## config.mk

```make
export PLATFORM = sky130hd
export DESIGN_NAME = double_ended_queue_core_flat
export DESIGN_NICKNAME = d
export VERILOG_FILES = /design/src/dq_pkg.sv /design/src/dq_req_if.sv /design/src/dq_rsp_if.sv /design/src/dq_ram.sv /design/src/double_ended_queue_core.sv /design/src/flat_wrapper.sv
export SDC_FILE = /design/constraint.sdc
export NUM_CORES = 1
export LEC_CHECK = 0
export BUFFER_PORTS_ARGS = -buffer_cell sky130_fd_sc_hd__buf_2
export CORE_ASPECT_RATIO = 2
export CORE_MARGIN = 5
export CORE_UTILIZATION = 61
export CTS_CLUSTER_SIZE = 10
export DETAILED_ROUTE_END_ITERATION = 8
export PLACE_DENSITY = 0.8
export SLEW_MARGIN = 20
export SYNTH_ARGS = -nofsm -noshare
export SYNTH_HDL_FRONTEND = slang
export SYNTH_SLANG_ARGS = --single-unit
```

## constraint.sdc

```tcl
create_clock -name i_clk -period 5.6 [get_ports i_clk]
set_input_delay 1.12 -clock i_clk [delete_from_list [all_inputs] [get_ports i_clk]]
set_output_delay 1.12 -clock i_clk [all_outputs]
set_load 0.05 [all_outputs]
```

## src/dq_pkg.sv

```systemverilog
// Shared constants, request and status codes, and state type for the deque core.
`default_nettype none
package dq_pkg;

    localparam int DEPTH     = 16;
    localparam int WORD_BITS = 32;
    localparam int PTR_BITS  = $clog2(DEPTH);
    localparam int OCC_BITS  = 5;
    localparam int REQ_BITS  = 3;
    localparam int STS_BITS  = 2;

    localparam logic [REQ_BITS-1:0] REQ_PUSH_FRONT = 3'd0;
    localparam logic [REQ_BITS-1:0] REQ_PUSH_BACK  = 3'd1;
    localparam logic [REQ_BITS-1:0] REQ_POP_FRONT  = 3'd2;
    localparam logic [REQ_BITS-1:0] REQ_POP_BACK   = 3'd3;
    localparam logic [REQ_BITS-1:0] REQ_PEEK       = 3'd4;

    localparam logic [STS_BITS-1:0] STS_DONE  = 2'd0;
    localparam logic [STS_BITS-1:0] STS_EMPTY = 2'd1;
    localparam logic [STS_BITS-1:0] STS_FULL  = 2'd2;

    typedef enum logic [1:0] {
        S_IDLE,
        S_FETCH,
        S_SEND
    } t_state;

endpackage
`default_nettype wire

```

## src/dq_req_if.sv

```systemverilog
// Request channel: valid/ready handshake carrying the request code and push word.
`default_nettype none
interface dq_req_if;
    logic                                valid;
    logic                                ready;
    logic        [dq_pkg::REQ_BITS-1:0]  req_type;
    logic signed [dq_pkg::WORD_BITS-1:0] push_word;

    modport source (output valid, req_type, push_word, input ready);
    modport sink   (input valid, req_type, push_word, output ready);
endinterface
`default_nettype wire

```

## src/dq_rsp_if.sv

```systemverilog
// Result channel: valid/ready handshake carrying popped word, end words, occupancy, status.
`default_nettype none
interface dq_rsp_if;
    logic                                valid;
    logic                                ready;
    logic signed [dq_pkg::WORD_BITS-1:0] popped_word;
    logic signed [dq_pkg::WORD_BITS-1:0] front_word;
    logic signed [dq_pkg::WORD_BITS-1:0] back_word;
    logic        [dq_pkg::OCC_BITS-1:0]  occupancy;
    logic        [dq_pkg::STS_BITS-1:0]  status;

    modport source (output valid, popped_word, front_word, back_word, occupancy, status,
                    input ready);
    modport sink   (input valid, popped_word, front_word, back_word, occupancy, status,
                    output ready);
endinterface
`default_nettype wire

```

## src/dq_ram.sv

```systemverilog
// Generic single-write, single-read RAM with registered read data.
`default_nettype none
module dq_ram #(
    parameter int WIDTH = 32,
    parameter int DEPTH = 16
) (
    input  wire logic                     i_clk,
    input  wire logic                     i_we,
    input  wire logic [$clog2(DEPTH)-1:0] i_waddr,
    input  wire logic [WIDTH-1:0]         i_wdata,
    input  wire logic [$clog2(DEPTH)-1:0] i_raddr,
    output logic      [WIDTH-1:0]         o_rdata
);

    logic [WIDTH-1:0] r_mem [DEPTH];

    always_ff @(posedge i_clk) begin
        if (i_we) begin
            r_mem[i_waddr] <= i_wdata;
        end
        o_rdata <= r_mem[i_raddr];
    end

endmodule
`default_nettype wire

```

## src/double_ended_queue_core.sv

```systemverilog
// Top level of the bounded double-ended queue held in a ring-buffer RAM.
//
// Usage:
//   i_req carries one request per transfer: push front, push back, pop front,
//   pop back or peek (codes above peek also act as a peek). o_rsp carries one
//   result per request: the popped word (0 for push and peek, -1 for a pop on
//   an empty deque), the front and back words after the request (-1 when
//   empty), the occupancy and a status (done, empty, full).
//   A request is transferred in S_IDLE; its result is presented in S_SEND,
//   which follows S_IDLE directly, or through S_FETCH for a pop that leaves
//   at least one word, because the new end word must be fetched from the RAM
//   (one read port, registered read data). One request is in flight at a
//   time, so the next request is taken only after the result has transferred.
//   Front and back words are cached in registers, so pushes need no RAM read.
//   Reset clears pointers and occupancy and holds i_req ready low; RAM
//   contents are never read before being written, so no clearing pass.
//   When the receiver stalls, the result is held on o_rsp and no new request
//   is taken until it transfers.
`default_nettype none
module double_ended_queue_core (
    input  wire logic  i_clk,
    input  wire logic  i_rst_n,
    dq_req_if.sink     i_req,
    dq_rsp_if.source   o_rsp
);

    localparam logic [dq_pkg::PTR_BITS-1:0]  PTR_LAST = dq_pkg::PTR_BITS'(dq_pkg::DEPTH - 1);
    localparam logic [dq_pkg::OCC_BITS-1:0]  OCC_FULL = dq_pkg::OCC_BITS'(dq_pkg::DEPTH);
    localparam logic [dq_pkg::WORD_BITS-1:0] NONE_WORD = '1;

    dq_pkg::t_state r_state, n_state;

    logic [dq_pkg::PTR_BITS-1:0]  r_fp, n_fp;
    logic [dq_pkg::PTR_BITS-1:0]  r_bp, n_bp;
    logic [dq_pkg::OCC_BITS-1:0]  r_count, n_count;
    logic [dq_pkg::WORD_BITS-1:0] r_front, n_front;
    logic [dq_pkg::WORD_BITS-1:0] r_back, n_back;
    logic [dq_pkg::WORD_BITS-1:0] r_popped, n_popped;
    logic [dq_pkg::STS_BITS-1:0]  r_status, n_status;
    logic                         r_fetch_front, n_fetch_front;
    logic                         fetch;

    logic [dq_pkg::PTR_BITS-1:0]  fp_inc, fp_dec, bp_inc, bp_dec, bp_dec2;
    logic                         we;
    logic [dq_pkg::PTR_BITS-1:0]  waddr, raddr;
    logic [dq_pkg::WORD_BITS-1:0] rdata;
    logic                         accept;
    logic                         empty, full, multi;

    // Ring pointer neighbors
    assign fp_inc  = (r_fp == PTR_LAST) ? '0 : r_fp + 1'b1;
    assign fp_dec  = (r_fp == '0) ? PTR_LAST : r_fp - 1'b1;
    assign bp_inc  = (r_bp == PTR_LAST) ? '0 : r_bp + 1'b1;
    assign bp_dec  = (r_bp == '0) ? PTR_LAST : r_bp - 1'b1;
    assign bp_dec2 = (bp_dec == '0) ? PTR_LAST : bp_dec - 1'b1;

    assign accept = i_req.valid && i_req.ready;
    assign empty  = (r_count == '0);
    assign full   = (r_count >= OCC_FULL);
    assign multi  = (r_count > dq_pkg::OCC_BITS'(1));

    dq_ram #(
        .WIDTH (dq_pkg::WORD_BITS),
        .DEPTH (dq_pkg::DEPTH)
    ) u_slots (
        .i_clk   (i_clk),
        .i_we    (we),
        .i_waddr (waddr),
        .i_wdata (i_req.push_word),
        .i_raddr (raddr),
        .o_rdata (rdata)
    );

    // Next state
    always_comb begin
        n_state = r_state;
        case (r_state)
            dq_pkg::S_IDLE: begin
                if (accept) begin
                    n_state = fetch ? dq_pkg::S_FETCH : dq_pkg::S_SEND;
                end
            end
            dq_pkg::S_FETCH: begin
                n_state = dq_pkg::S_SEND;
            end
            dq_pkg::S_SEND: begin
                if (o_rsp.ready) begin
                    n_state = dq_pkg::S_IDLE;
                end
            end
            default: begin
                n_state = dq_pkg::S_IDLE;
            end
        endcase
    end

    // Request decode, RAM access and state update
    always_comb begin
        n_fp          = r_fp;
        n_bp          = r_bp;
        n_count       = r_count;
        n_front       = r_front;
        n_back        = r_back;
        n_popped      = r_popped;
        n_status      = r_status;
        n_fetch_front = r_fetch_front;
        fetch         = 1'b0;
        we            = 1'b0;
        waddr         = r_bp;
        raddr         = fp_inc;

        if (r_state == dq_pkg::S_FETCH) begin
            // Load the new end word read from the RAM
            if (r_fetch_front) begin
                n_front = rdata;
            end else begin
                n_back = rdata;
            end
        end else if (accept) begin
            n_popped = '0;
            n_status = dq_pkg::STS_DONE;
            case (i_req.req_type)
                dq_pkg::REQ_PUSH_FRONT: begin
                    if (full) begin
                        n_status = dq_pkg::STS_FULL;
                    end else begin
                        we      = 1'b1;
                        waddr   = fp_dec;
                        n_fp    = fp_dec;
                        n_count = r_count + 1'b1;
                        n_front = i_req.push_word;
                        if (empty) begin
                            n_back = i_req.push_word;
                        end
                    end
                end
                dq_pkg::REQ_PUSH_BACK: begin
                    if (full) begin
                        n_status = dq_pkg::STS_FULL;
                    end else begin
                        we      = 1'b1;
                        waddr   = r_bp;
                        n_bp    = bp_inc;
                        n_count = r_count + 1'b1;
                        n_back  = i_req.push_word;
                        if (empty) begin
                            n_front = i_req.push_word;
                        end
                    end
                end
                dq_pkg::REQ_POP_FRONT: begin
                    if (empty) begin
                        n_popped = NONE_WORD;
                        n_status = dq_pkg::STS_EMPTY;
                    end else begin
                        n_popped      = r_front;
                        n_fp          = fp_inc;
                        n_count       = r_count - 1'b1;
                        raddr         = fp_inc;
                        fetch         = multi;
                        n_fetch_front = 1'b1;
                    end
                end
                dq_pkg::REQ_POP_BACK: begin
                    if (empty) begin
                        n_popped = NONE_WORD;
                        n_status = dq_pkg::STS_EMPTY;
                    end else begin
                        n_popped      = r_back;
                        n_bp          = bp_dec;
                        n_count       = r_count - 1'b1;
                        raddr         = bp_dec2;
                        fetch         = multi;
                        n_fetch_front = 1'b0;
                    end
                end
                default: begin
                    // Peek: hold everything
                end
            endcase
        end
    end

    always_ff @(posedge i_clk) begin
        if (!i_rst_n) begin
            r_state <= dq_pkg::S_IDLE;
            r_fp    <= '0;
            r_bp    <= '0;
            r_count <= '0;
        end else begin
            r_state <= n_state;
            r_fp    <= n_fp;
            r_bp    <= n_bp;
            r_count <= n_count;
        end
    end

    always_ff @(posedge i_clk) begin
        r_front       <= n_front;
        r_back        <= n_back;
        r_popped      <= n_popped;
        r_status      <= n_status;
        r_fetch_front <= n_fetch_front;
    end

    // Handshake and result outputs; take no request while reset is held
    assign i_req.ready       = i_rst_n && (r_state == dq_pkg::S_IDLE);
    assign o_rsp.valid       = (r_state == dq_pkg::S_SEND);
    assign o_rsp.popped_word = r_popped;
    assign o_rsp.front_word  = empty ? NONE_WORD : r_front;
    assign o_rsp.back_word   = empty ? NONE_WORD : r_back;
    assign o_rsp.occupancy   = r_count;
    assign o_rsp.status      = r_status;

endmodule
`default_nettype wire
```

## src/flat_wrapper.sv

```systemverilog
// flat-port wrapper written by rule: the top's interface ports become plain ports
module double_ended_queue_core_flat 
  (i_clk, i_rst_n, i_req_valid, i_req_req_type, i_req_push_word, i_req_ready, o_rsp_valid, o_rsp_popped_word, o_rsp_front_word, o_rsp_back_word, o_rsp_occupancy, o_rsp_status, o_rsp_ready);
  dq_req_if i_req_i ();
  dq_rsp_if o_rsp_i ();
  input  wire logic i_clk;
  input  wire logic i_rst_n;
  input wire logic [$bits(i_req_i.valid)-1:0] i_req_valid;
  input wire logic [$bits(i_req_i.req_type)-1:0] i_req_req_type;
  input wire logic [$bits(i_req_i.push_word)-1:0] i_req_push_word;
  output wire logic [$bits(i_req_i.ready)-1:0] i_req_ready;
  output wire logic [$bits(o_rsp_i.valid)-1:0] o_rsp_valid;
  output wire logic [$bits(o_rsp_i.popped_word)-1:0] o_rsp_popped_word;
  output wire logic [$bits(o_rsp_i.front_word)-1:0] o_rsp_front_word;
  output wire logic [$bits(o_rsp_i.back_word)-1:0] o_rsp_back_word;
  output wire logic [$bits(o_rsp_i.occupancy)-1:0] o_rsp_occupancy;
  output wire logic [$bits(o_rsp_i.status)-1:0] o_rsp_status;
  input wire logic [$bits(o_rsp_i.ready)-1:0] o_rsp_ready;
  assign i_req_i.valid = i_req_valid;
  assign i_req_i.req_type = i_req_req_type;
  assign i_req_i.push_word = i_req_push_word;
  assign i_req_ready = i_req_i.ready;
  assign o_rsp_valid = o_rsp_i.valid;
  assign o_rsp_popped_word = o_rsp_i.popped_word;
  assign o_rsp_front_word = o_rsp_i.front_word;
  assign o_rsp_back_word = o_rsp_i.back_word;
  assign o_rsp_occupancy = o_rsp_i.occupancy;
  assign o_rsp_status = o_rsp_i.status;
  assign o_rsp_i.ready = o_rsp_ready;
  double_ended_queue_core u_core (.i_clk(i_clk), .i_rst_n(i_rst_n), .i_req(i_req_i), .o_rsp(o_rsp_i));
endmodule
```

==> run_results.csv <==
group,metric,value,unit
worst_hold_path,hold_path.class,"reg -> reg",
clocking,cts.sinks,658,
floorplanning,die_y,309,um
worst_setup_path,worstReg2RegStart,"u_core.r_bp[0]",
power_and_ir_drop,power.leakage,10.4,nW
yosys,yosysWarningCount,0,
routing,drc,0,
yosys,synth_enable_flop_cells,611,
global_route,grt_pass1_vias,18400,
timing,finalHoldViolCount,0,
timing,relSlewSlack,32.5,%
floorplanning,dieArea,49200,sq um
power_and_ir_drop,switching_power,2.34,mW
routing,drt_iter0_markers,2571,
floorplanning,die_w,159,um
clocking,cts-root-buf,"clkbuf_16",
yosys,yosysMostFrequentCell,"edfxtp_1",
global_route,grt_busiest_layer,"met2",
routing,routed_wl,70.5,mm
yosys,ys_types,74,
worst_setup_path,cp_data_arrival_time,4.79,ns
routing,routedWlPerCell,26.2,um
clocking,cts_tree,"done",
timing,skew,0.0268,ns
global_route,antenna_found_initial,1,
yosys,synth_top_family_by_area,"compound AO/OA/AOI/OAI gates",
worst_hold_path,holdPathEnd,"u_core.r_back[5]",
yosys,synth_compound_area_share,13.7,%
final_layout,final_cells,2692,
yosys,ys.flop_type,"edfxtp_1",
worst_hold_path,hold_start,"u_core.u_slots.o_rdata[5]",
worst_setup_path,reg2reg_slack,1.37,ns
yosys,synth_cells,1981,
final_layout,final_layout_size_suffix_gt1_share,16.1,%
placed_design,dp.cells,2563,
timing,min_period,4.27,ns
yosys,muxShareOfSynthArea,1.62,%
final_layout,syn2layout_area_growth,12.9,%
clocking,ctsHoldBuffers,0,
routing,vias,18300,
routing,ant_nets,0,
power_and_ir_drop,power_density,342,nW/um^2
placed_design,place_ws,0.830,ns
timing,holdWs,0.549,ns
power_and_ir_drop,combPwrFrac,6.3,%
floorplanning,fp-row-count,109,
yosys,yosys.area_share.simple,9.29,%
timing,rsz0062_at_grt,"no",
routing,avgViaCountPerCell,6.78,
floorplanning,io_pins,144,
global_route,use_met2,49.0,%
yosys,synth.avg_cell_area,13.7,sq um
timing,fmax,234,MHz
yosys,yosys.area_share.adder,0.506,%
timing,worstMarginPinSlew,1.01,ns
global_route,use_met1,33.5,%
worst_setup_path,worstRegToRegCells,9,
timing,slew_viol_final,0,
yosys,netlist_top_cells_count,"611 x edfxtp_1, 166 x a21oi_1, 151 x nand2_1",
worst_setup_path,required,6.11,ns
yosys,synthXorXnorAreaFrac,0.322,%
clocking,htree_levels,3,
clocking,postCtsSetupRepairBufs,0,
yosys,ys_ff_latch,658,
global_route,grt_start_max_net_pins,129,
yosys,async_flop_share,0,%
final_layout,fin_nets,2135,
yosys,synth_area,27200,sq um
global_route,grt_util_met3,5.01,%
routing,first_pass_iters,6,
placed_design,portBuffers,143,
final_layout,fill_cells,2813,
yosys,syn-num-nets,2031,
global_route,grt_use_total,28.1,%
global_route,grt_first_pass_wirelength,107,mm
floorplanning,start_util,61.6,%
power_and_ir_drop,switching_share,22.2,%
clocking,cts-buffers-inserted,75,
yosys,yosysTopAreaCellShare,67.4,%
yosys,synth_top_cell_by_area,"edfxtp_1",
worst_setup_path,crit_path_end_kind,"flop",
worst_setup_path,cp_max_fo,59,
power_and_ir_drop,ir_drop,212,uV
placed_design,gp_congestion,0.860,
clocking,clkLatencyLatePin,0.62,ns
placed_design,dp_hpwl,41.1,mm
timing,min_period_over_period,76.3,%
worst_setup_path,r2r_end,"u_core.u_slots.o_rdata[4]",
yosys,synthTopCellsByArea,"edfxtp_1 67%, dfxtp_1 3.5%, a21oi_1 3.1%",
floorplanning,core-area,44200,sq um
timing,finalWorstSetupSlack,1.33,ns
power_and_ir_drop,internal_power,8.18,mW
flow_run,maxCapViolCount,0,
clocking,cts_resized,0,
yosys,yosysSeqAreaShare,70.9,%
worst_setup_path,critPathLaunchType,"input pin",
power_and_ir_drop,clkPwrFrac,41.9,%
worst_hold_path,min_path_cells,1,
timing,setup_viol,0,
power_and_ir_drop,p_seq_share,51.7,%
clocking,cts_buffer_depth,3,
status,status,"complete, no violations",
clocking,path_clk_slew,0.05,ns
timing,finalSetupTns,0,ns
global_route,grt-ovfl-total,0,
worst_setup_path,critical_path_class,"in -> reg",
-- layer usage --
metal,routed length [um],part of all wire [%],up-vias
li1,-,-,7818
met1,23800,34,8915
met2,36500,52,1255
met3,6750,9.6,265
met4,3530,5.0,0
met5,0,0,-
-- layout by cell type (no fill, tap or decap), types with 35 or more instances in the layout --
cell type / Yosys / final
a221o_1: 62 / 62
dfxtp_1: 47 / 47
edfxtp_1: 611 / 611
o21ai_0: 73 / 73
inv_1: 45 / 45
nand2_1: 151 / 150
a21oi_1: 166 / 165
nor2_1: 93 / 77
nand3_1: 127 / 127
a31oi_1: 35 / 35
clkbuf_1: 83 / 44
clkbuf_16: 0 / 78
a211oi_1: 36 / 36
buf_2: 43 / 143
and3_1: 35 / 35
nand2b_1: 67 / 67
-- cell type report --
class,instances,area [sq um],share of cell area (%)
Antenna cell,2,5.00,0.0163
Tap cell,555,694,2.26
Timing Repair Buffer,190,1280,4.17
Sequential cell,658,19300,62.8
Multi-Input combinational cell,1113,7100,23.1
Inverter,47,176,0.574
Clock inverter,4,53.8,0.175
Clock buffer,123,2130,6.93
-- worst max-delay path: stages --
cell and delay [ns]:
buf_2 0.22, nand4bb_1 0.46, inv_2 0.23, buf_4 0.47, nand4_1 0.32, nand2_4 0.67
buf_4 0.50, nand2_1 0.13, a221o_1 0.33, a32oi_1 0.27
-- cell families after synthesis --
family	Yosys count
mux	40
simple gates	515
flops	658
fa+ha+maj	11
buf+inv	210
compound gates	537
xor+xnor	10
-- how the worst max path moves through the flow --
stage / start / endpoint / slack, ns
after global placement: i_rst_n / u_core.u_slots.o_rdata[30] / 0.94
after global routing: i_rst_n / u_core.u_slots.o_rdata[18] / 1.12
after CTS: i_rst_n / u_core.u_slots.o_rdata[18] / 1.38
after floorplan: i_req_req_type[0] / u_core.u_slots.r_mem[5][0] / 1.30
final: i_rst_n / u_core.u_slots.o_rdata[18] / 1.33
after detailed placement: i_rst_n / u_core.u_slots.o_rdata[18] / 0.83
-- sequential cells by signal, summed over array words and instances, names as in the netlist --
signal,count
u_core.r_fetch_front,1
u_core.o_rsp.occupancy,5
u_core.r_back,32
u_core.r_bp,4
u_core.o_rsp.status,2
u_core.r_front,32
u_core.r_fp,4
u_core.o_rsp.popped_word,32
u_core.u_slots.r_mem,512
u_core.r_state,2
u_core.u_slots.o_rdata,32
-- power groups by stage --
stage / combinational (mW) / sequential (mW) / clock, mW
after floorplan: 0.402 / 5.58 / 0
after global placement: 0.635 / 5.54 / 0
after detailed placement: 0.656 / 5.54 / 0
after CTS: 0.659 / 5.44 / 4.44
after global routing: 0.709 / 5.45 / 4.66
final: 0.667 / 5.44 / 4.41
-- per-stage QoR --
| step | util [%] | total power [mW] | area [sq um] |
|---|---|---|---|
| after floorplan | - | 5.98 | 27200 |
| after CTS | 69.5 | 10.5 | 30700 |
| final | 69.6 | 10.5 | 30700 |
| after global placement | 64.3 | 6.18 | 28400 |
| after global routing | 69.5 | 10.8 | 30700 |
| after detailed placement | 64.6 | 6.20 | 28500 |
(Power assumes the default switching activity.)
